File: config.mk
export PLATFORM = sky130hd
export DESIGN_NAME = serial_command_frame_parser_core
export DESIGN_NICKNAME = d
export VERILOG_FILES = /design/src/hw/rtl/scfp_pkg.sv /design/src/hw/rtl/serial_command_frame_parser_core.sv /design/src/hw/rtl/scfp_cfg_regs.sv /design/src/hw/rtl/scfp_frame_fsm.sv
export SDC_FILE = /design/constraint.sdc
export NUM_CORES = 1
export LEC_CHECK = 0
export BUFFER_PORTS_ARGS = -buffer_cell sky130_fd_sc_hd__buf_2
export CORE_MARGIN = 3
export CORE_UTILIZATION = 45
export CTS_CLUSTER_DIAMETER = 200
export DETAILED_ROUTE_END_ITERATION = 8
export MAX_ROUTING_LAYER = met4
export PLACE_DENSITY = 0.66
export RECOVER_POWER = 50
export SLEW_MARGIN = 10
export SYNTH_ARGS = -nofsm -noshare
export SYNTH_HDL_FRONTEND = slang
export SYNTH_SLANG_ARGS = --single-unit
File: constraint.sdc
create_clock -name clk_i -period 3.6 [get_ports clk_i]
set_input_delay 0.36 -clock clk_i [delete_from_list [all_inputs] [get_ports clk_i]]
set_output_delay 0.36 -clock clk_i [all_outputs]
set_load 0.01 [all_outputs]
File: src/hw/rtl/scfp_pkg.sv
// ----------------------------------------------------------------------------
// scfp_pkg: shared types and constants of the serial command frame parser
// Frame phases, result kinds, register indexes and the register file layout.
// ----------------------------------------------------------------------------
package scfp_pkg;

  // Default frame lengths in bytes, prefix included
  localparam int unsigned CommandFrameBytesDef   = 2;
  localparam int unsigned ParameterFrameBytesDef = 3;

  // Byte counter width, sized for the longest frame (7 bytes)
  localparam int unsigned CountW = 3;

  // Word width on the receive side
  localparam int unsigned ByteW = 8;

  // Frame phase of the parser
  typedef enum logic [1:0] {
    PhIdle      = 2'd0,
    PhCommand   = 2'd1,
    PhParameter = 2'd2
  } phase_e;

  // Result kind codes
  typedef enum logic [2:0] {
    KindConnect    = 3'd0,
    KindDataStart  = 3'd1,
    KindDataStop   = 3'd2,
    KindMotorStart = 3'd3,
    KindMotorStop  = 3'd4,
    KindUnknown    = 3'd5
  } kind_e;

  // Configuration register indexes
  typedef enum logic [2:0] {
    RegCommandPrefix   = 3'd0,
    RegParameterPrefix = 3'd1,
    RegConnectCode     = 3'd2,
    RegDataStartCode   = 3'd3,
    RegDataStopCode    = 3'd4,
    RegMotorStartCode  = 3'd5,
    RegMotorStopCode   = 3'd6
  } reg_idx_e;

  // Register reset values
  localparam logic [ByteW-1:0] CommandPrefixRst   = 8'd0;
  localparam logic [ByteW-1:0] ParameterPrefixRst = 8'd1;
  localparam logic [ByteW-1:0] ConnectCodeRst     = 8'd0;
  localparam logic [ByteW-1:0] DataStartCodeRst   = 8'd1;
  localparam logic [ByteW-1:0] DataStopCodeRst    = 8'd2;
  localparam logic [ByteW-1:0] MotorStartCodeRst  = 8'd0;
  localparam logic [ByteW-1:0] MotorStopCodeRst   = 8'd1;

  // Register file contents as seen by the parser
  typedef struct packed {
    logic [ByteW-1:0] cmd_open_byte;
    logic [ByteW-1:0] par_open_byte;
    logic [ByteW-1:0] connect_code;
    logic [ByteW-1:0] data_start_code;
    logic [ByteW-1:0] data_stop_code;
    logic [ByteW-1:0] motor_start_code;
    logic [ByteW-1:0] motor_stop_code;
  } cfg_t;

  // One parsed frame
  typedef struct packed {
    kind_e            kind;
    logic [ByteW-1:0] power;
  } result_t;

endpackage

File: src/hw/rtl/serial_command_frame_parser_core.sv
// A word accepted into the input register is stepped through the parser into the output register.
// Throughput: one word per cycle; the parser steps the input register once per cycle
// whenever the output register is free or being drained.
// Back-pressure on the output stalls the input register, then the input side.
// Reset: asynchronous, active low; parser idle, registers at their defaults.
// ----------------------------------------------------------------------------
// serial_command_frame_parser_core: serial command frame parser
// Input register, frame tracker and output register for received bytes,
// plus the configuration register file.
// ----------------------------------------------------------------------------
module serial_command_frame_parser_core import scfp_pkg::*; #(
  parameter int unsigned COMMAND_FRAME_BYTES   = CommandFrameBytesDef,
  parameter int unsigned PARAMETER_FRAME_BYTES = ParameterFrameBytesDef
) (
  input  logic             clk_i,
  input  logic             rst_ni,
  // Receive channel
  input  logic             in_valid_i,
  output logic             in_ready_o,
  input  logic [ByteW-1:0] rx_byte_i,
  // Result channel
  output logic             out_valid_o,
  input  logic             out_ready_i,
  output logic [2:0]       command_kind_o,
  output logic [ByteW-1:0] motor_power_o,
  // Configuration write channel
  input  logic             cfg_valid_i,
  output logic             cfg_ready_o,
  input  logic [2:0]       cfg_index_i,
  input  logic [ByteW-1:0] cfg_data_i
);

  logic             in_valid_q;
  logic [ByteW-1:0] in_byte_q;
  logic             out_valid_q;
  result_t          out_res_q;

  logic    out_free;
  logic    step;
  logic    res_valid;
  result_t res;
  cfg_t    cfg;

  // Register file
  assign cfg_ready_o = 1'b1;

  scfp_cfg_regs u_cfg_regs (
    .clk_i      (clk_i),
    .rst_ni     (rst_ni),
    .wr_en_i    (cfg_valid_i),
    .wr_index_i (cfg_index_i),
    .wr_data_i  (cfg_data_i),
    .cfg_o      (cfg)
  );

  // Step the parser when a word is held and the output slot can take a result
  assign out_free   = !out_valid_q || out_ready_i;
  assign step       = in_valid_q && out_free;
  assign in_ready_o = !in_valid_q || step;

  // Input register
  always_ff @(posedge clk_i or negedge rst_ni) begin
    if (!rst_ni) begin
      in_valid_q <= 1'b0;
    end else if (in_ready_o) begin
      in_valid_q <= in_valid_i;
    end
  end

  always_ff @(posedge clk_i) begin
    if (in_valid_i && in_ready_o) begin
      in_byte_q <= rx_byte_i;
    end
  end

  scfp_frame_fsm #(
    .COMMAND_FRAME_BYTES   (COMMAND_FRAME_BYTES),
    .PARAMETER_FRAME_BYTES (PARAMETER_FRAME_BYTES)
  ) u_frame_fsm (
    .clk_i       (clk_i),
    .rst_ni      (rst_ni),
    .step_i      (step),
    .byte_i      (in_byte_q),
    .cfg_i       (cfg),
    .res_valid_o (res_valid),
    .res_o       (res)
  );

  // Output register
  always_ff @(posedge clk_i or negedge rst_ni) begin
    if (!rst_ni) begin
      out_valid_q <= 1'b0;
    end else if (out_free) begin
      out_valid_q <= step && res_valid;
    end
  end

  always_ff @(posedge clk_i) begin
    if (step && res_valid) begin
      out_res_q <= res;
    end
  end

  assign out_valid_o    = out_valid_q;
  assign command_kind_o = out_res_q.kind;
  assign motor_power_o  = out_res_q.power;

endmodule

File: src/hw/rtl/scfp_cfg_regs.sv
// ----------------------------------------------------------------------------
// scfp_cfg_regs: configuration register file
// Holds the prefix and code byte values; writes to unknown indexes are dropped.
// ----------------------------------------------------------------------------
module scfp_cfg_regs import scfp_pkg::*; (
  input  logic             clk_i,
  input  logic             rst_ni,
  input  logic             wr_en_i,
  input  logic [2:0]       wr_index_i,
  input  logic [ByteW-1:0] wr_data_i,
  output cfg_t             cfg_o
);

  cfg_t cfg_q, cfg_d;

  // Decode the write
  always_comb begin
    cfg_d = cfg_q;
    if (wr_en_i) begin
      case (reg_idx_e'(wr_index_i))
        RegCommandPrefix:   cfg_d.cmd_open_byte    = wr_data_i;
        RegParameterPrefix: cfg_d.par_open_byte    = wr_data_i;
        RegConnectCode:     cfg_d.connect_code     = wr_data_i;
        RegDataStartCode:   cfg_d.data_start_code  = wr_data_i;
        RegDataStopCode:    cfg_d.data_stop_code   = wr_data_i;
        RegMotorStartCode:  cfg_d.motor_start_code = wr_data_i;
        RegMotorStopCode:   cfg_d.motor_stop_code  = wr_data_i;
        default:            cfg_d = cfg_q;
      endcase
    end
  end

  // Hold the registers
  always_ff @(posedge clk_i or negedge rst_ni) begin
    if (!rst_ni) begin
      cfg_q.cmd_open_byte    <= CommandPrefixRst;
      cfg_q.par_open_byte    <= ParameterPrefixRst;
      cfg_q.connect_code     <= ConnectCodeRst;
      cfg_q.data_start_code  <= DataStartCodeRst;
      cfg_q.data_stop_code   <= DataStopCodeRst;
      cfg_q.motor_start_code <= MotorStartCodeRst;
      cfg_q.motor_stop_code  <= MotorStopCodeRst;
    end else begin
      cfg_q <= cfg_d;
    end
  end

  assign cfg_o = cfg_q;

endmodule

File: src/hw/rtl/scfp_frame_fsm.sv
// ----------------------------------------------------------------------------
// scfp_frame_fsm: frame tracking and classification
// Tracks the open frame, captures code and power bytes and classifies the
// frame on its last byte.
// ----------------------------------------------------------------------------
module scfp_frame_fsm import scfp_pkg::*; #(
  parameter int unsigned COMMAND_FRAME_BYTES   = CommandFrameBytesDef,
  parameter int unsigned PARAMETER_FRAME_BYTES = ParameterFrameBytesDef
) (
  input  logic             clk_i,
  input  logic             rst_ni,
  input  logic             step_i,
  input  logic [ByteW-1:0] byte_i,
  input  cfg_t             cfg_i,
  output logic             res_valid_o,
  output result_t          res_o
);

  localparam logic [CountW-1:0] CmdLen   = CountW'(COMMAND_FRAME_BYTES);
  localparam logic [CountW-1:0] ParLen   = CountW'(PARAMETER_FRAME_BYTES);
  localparam logic [CountW-1:0] CodePos  = CountW'(2);
  localparam logic [CountW-1:0] PowerPos = CountW'(3);

  phase_e            phase_q, phase_d;
  logic [CountW-1:0] count_q, count_d;
  logic [ByteW-1:0]  code_q, code_d;
  logic [ByteW-1:0]  power_q, power_d;

  logic [CountW-1:0] count_inc;
  logic [ByteW-1:0]  code_now;
  logic [ByteW-1:0]  power_now;

  // Position of this word in the open frame and the bytes it lands in
  assign count_inc = count_q + CountW'(1);
  assign code_now  = (count_inc == CodePos) ? byte_i : code_q;
  assign power_now = (phase_q == PhParameter && count_inc == PowerPos) ? byte_i : power_q;

  // Next state and frame result
  always_comb begin
    phase_d     = phase_q;
    count_d     = count_q;
    code_d      = code_q;
    power_d     = power_q;
    res_valid_o = 1'b0;
    res_o.kind  = KindUnknown;
    res_o.power = '0;

    case (phase_q)
      PhCommand: begin
        if (count_inc >= CmdLen) begin
          res_valid_o = 1'b1;
          if (code_now == cfg_i.connect_code) begin
            res_o.kind = KindConnect;
          end else if (code_now == cfg_i.data_start_code) begin
            res_o.kind = KindDataStart;
          end else if (code_now == cfg_i.data_stop_code) begin
            res_o.kind = KindDataStop;
          end else begin
            res_o.kind = KindUnknown;
          end
          phase_d = PhIdle;
          count_d = '0;
          code_d  = '0;
          power_d = '0;
        end else begin
          count_d = count_inc;
          code_d  = code_now;
        end
      end
      PhParameter: begin
        if (count_inc >= ParLen) begin
          res_valid_o = 1'b1;
          if (code_now == cfg_i.motor_start_code) begin
            res_o.kind  = KindMotorStart;
            res_o.power = power_now;
          end else if (code_now == cfg_i.motor_stop_code) begin
            res_o.kind = KindMotorStop;
          end else begin
            res_o.kind = KindUnknown;
          end
          phase_d = PhIdle;
          count_d = '0;
          code_d  = '0;
          power_d = '0;
        end else begin
          count_d = count_inc;
          code_d  = code_now;
          power_d = power_now;
        end
      end
      default: begin
        // Idle: open a frame on a prefix, command prefix first; drop the rest
        code_d  = '0;
        power_d = '0;
        if (byte_i == cfg_i.cmd_open_byte) begin
          phase_d = PhCommand;
          count_d = CountW'(1);
        end else if (byte_i == cfg_i.par_open_byte) begin
          phase_d = PhParameter;
          count_d = CountW'(1);
        end else begin
          phase_d = PhIdle;
          count_d = '0;
        end
      end
    endcase
  end

  // Advance the frame state on each processed word
  always_ff @(posedge clk_i or negedge rst_ni) begin
    if (!rst_ni) begin
      phase_q <= PhIdle;
      count_q <= '0;
      code_q  <= '0;
      power_q <= '0;
    end else if (step_i) begin
      phase_q <= phase_d;
      count_q <= count_d;
      code_q  <= code_d;
      power_q <= power_d;
    end
  end

endmodule

==> metrics.cfg <==
[layout]
area_growth_pct = 9.83
num_antenna_cells = 0
final_cell_area_um2 = 5380
drive_above_1_share_pct = 25.7
final.fill_count = 962
fin_nets = 484

[power_and_ir_drop]
p_leak_nw = 2.24
p_seq_share_pct = 56.4
power_density_nw_per_um2 = 475
power.internal_w = 0.00179
vdd_drop_max_mv = 0.338
p_clk_share_pct = 25.4
swShare_pct = 29.8
comb_power_share_pct = 18.1
switchingPower_w = 0.000761

[sta]
period_minus_slack_ns = 2.93
slew_violations = 80
hold_viol = 0
fin_tns_setup_ns = 0
fin_crit_sh_pct = 81.4
max_freq_mhz = 341
setup_viol = 0
worst_slew_pin_slew_ns = 1.93
finClkSkew_ns = 0.00898
relSlewSlack_pct = -28.9
rsz0062_at_grt = false

[route]
drt-total-wl_mm = 11.8
via_count = 3420
first_pass_iters = 5
ant_nets = 0
drt-vias-per-instance = 5.74
drc_errors = 0
drt-initial-drc-count = 257
avgRoutedWirePerCell_um = 19.8

[clock_network]
clockBufferDepth = 2
cts.clk_slew.worst_paths_ns = 0.09
clk_latency_ns = 0.38
postCtsSetupBuffers = 0
numCtsBuffers = 9
cts_tree = yes
cts.htree.levels = 3
clock-sinks = 98
cts-root-buf = clkbuf_8
post_cts_resized = 0
ctsHoldBuffers = 0

[worst_setup_path]
r2r_start = u_frame_fsm.count_q[0]
worstReg2RegEnd = command_kind_o[1]
arrival_ns = 3.15
critPathTopFamily = simple AND/OR/NAND/NOR gates
cp_max_fo = 14
critPathMaxStageDelay_ns = 0.43
worstSetupEndpointType = flip-flop
cp.required_ns = 3.82
crit_start = u_frame_fsm.count_q[0]
critPathBufInv = 0
r2r_setup_slack_ns = 0.67
critical-path-slowest-cell = dfrtp_1
reg2regPathDepth = 8
cp-start-kind = flip-flop
cp-endpoint = command_kind_o[1]
worstSetupPathDepth = 8
crit_type = reg -> reg
crit_chain = ha_1 > xnor2_2 > nand2_4 > mux2i_2 > a222oi_1 > and4bb_2 > nand3_1 > o2bb2ai_1

[job]
max_cap_violations = 1

[floorplanning]
die_w_um = 110
dieArea_um2 = 12200
rows = 37
num_io_pins = 38
start_util_pct = 46.8
coreArea_um2 = 10500
die_h_um = 110

[global_route]
grt_pass1_wl_mm = 18.6
grtUsageTotal_pct = 21.6
antenna_found_initial = 0
grt_max_degree = 80
grt_pass1_vias = 3415
grt_overflow_total = 0

[synth]
synth-seq-cells = 98
postSynthAreaPerCell_um2 = 11.7
ys_warn_count = 0
yosysSeqAreaShare_pct = 52.1
async_flop_share_pct = 80.6
synth_area_um2 = 4900
synthFlopType = dfrtp_1
yosysUniqueCellTypes = 53
synth-edff-count = 19
synthesis.nets = 448
synthCells = 419

[min_path]
hp-class = in -> reg
worstHoldPathCells = 1

[place]
placed_cell_area_um2 = 5220
io_buffers = 36
gp_congestion = 0.980
hpwl_mm = 8.57

[outcome]
violations = capacitance limit, slew limit
status = finished with violations

cell usage after synthesis, types with 2 or more instances:
library cell  instances  area [um2]
ha_1                  5        62.6
o22ai_1               7        43.8
o2111ai_1             2        17.5
and2_1               11        68.8
xor2_1               25         219
nor3b_1               2        15.0
nand2_1              17        63.8
dfstp_2               4         105
clkbuf_1             15        56.3
nor2b_1               3        18.8
xnor2_1              28         245
a222oi_1              6        60.1
o2bb2ai_1             2        17.5
and3_2                2        15.0
o41ai_1               2        17.5
a21oi_1              10        50.1
dfrtp_1              75        1880
nor3_1               12        60.1
o21ai_0              10        50.1
o21bai_1              2        15.0
mux2_2               51         574
nor2_1               22        82.6
edfxtp_1             19         571
nand2b_1              3        18.8
nor4_1                3        18.8
mux2i_1               6        60.1
nand4_1               7        43.8
nand4b_1              3        26.3
inv_1                24        90.1
a221oi_1              2        17.5
nand3_1              11        55.1
a22o_1                7        61.3
sequential cells by signal (all words and copies together) (netlist names):
name and cells:
u_frame_fsm.phase_q 2, u_frame_fsm.power_q 8, u_frame_fsm.count_q 3, command_kind_o 3, out_valid_o 1, u_frame_fsm.code_q 8, u_cfg_regs.cfg_o 56, in_byte_q 8
motor_power_o 8, in_valid_q 1
kinds of logic (layout without fill, tap and decap cells):
| group | after synthesis | in the layout | synth area share (%) |
|---|---|---|---|
| DFF | 98 | 98 | 52.1 |
| adders and majority gates | 5 | 5 | 1.28 |
| AOI/OAI and AO/OA | 61 | 61 | 9.29 |
| buffers and inverters | 41 | 82 | 3.37 |
| muxes | 58 | 58 | 13.2 |
| xor gates and xnor gates | 54 | 54 | 9.80 |
| and+or+nand+nor | 101 | 101 | 10.9 |
| other | 1 | 1 | 0.0765 |
cell usage in the layout, fill, tap and decap left out, drive strengths merged, types with 10 or more instances in the layout:
master and instances:
dfrtp 75, mux2 51, a21oi 11, nor2 22
nand3 11, nor3 12, o21ai 10, clkbuf 15
xnor2 29, nand2 18, xor2 25, edfxtp 19
buf 37, inv 28, and2 11
area by class of cell:
cell class | count | area, um2 | area share, %
inverter | 24 | 90.1 | 1.67
multi-input combinational | 280 | 2180 | 40.6
timing repair buffer | 42 | 213 | 3.95
tap | 136 | 170 | 3.16
clock inverter | 6 | 46.3 | 0.860
clock buffer | 10 | 128 | 2.37
sequential | 98 | 2550 | 47.4
worst min-delay path by stage:
stage,to,start,slack [ns]
CTS,in_byte_q[2],rx_byte_i[2],0.15
global placement,u_frame_fsm.power_q[3],u_frame_fsm.power_q[3],0.47
floorplan,in_valid_q,rst_ni,0.06
detailed placement,u_frame_fsm.power_q[3],u_frame_fsm.power_q[3],0.47
finish,in_byte_q[0],rx_byte_i[0],0.16
global route,in_byte_q[0],rx_byte_i[0],0.15
routing by layer:
metal  global-route usage, %  share of wire, %  routed length (um)  vias to the layer above
met5                       -                 0                   0                        -
met4                    8.09               3.0                 354                        0
met3                    4.43               5.2                 614                       36
met2                    33.2                47                5500                      125
met1                    28.4                45                5330                     1684
li1                        -                 -                   -                     1575
power groups by stage:
stage	clock network, W	registers, W	logic (W)
finish	0.000650	0.00144	0.000463
global route	0.000711	0.00146	0.000512
CTS	0.000673	0.00144	0.000466
detailed placement	0	0.00146	0.000464
global placement	0	0.00146	0.000452
floorplan	0	0.00139	0.000370
per-stage QoR:
step	power [W]	std cells	hold WS [ns]	util [%]	setup WS [ns]
2_1_floorplan	0.00176	419	0.0644	-	0.879
3_3_place_gp	0.00191	580	0.469	49.9	0.777
3_5_place_dp	0.00193	580	0.475	49.9	0.715
4_1_cts	0.00258	596	0.145	51.6	0.696
5_1_grt	0.00268	596	0.146	51.4	0.461
6_report	0.00255	596	0.162	51.4	0.669
No activity file was read; power rests on OpenSTA's default activity.
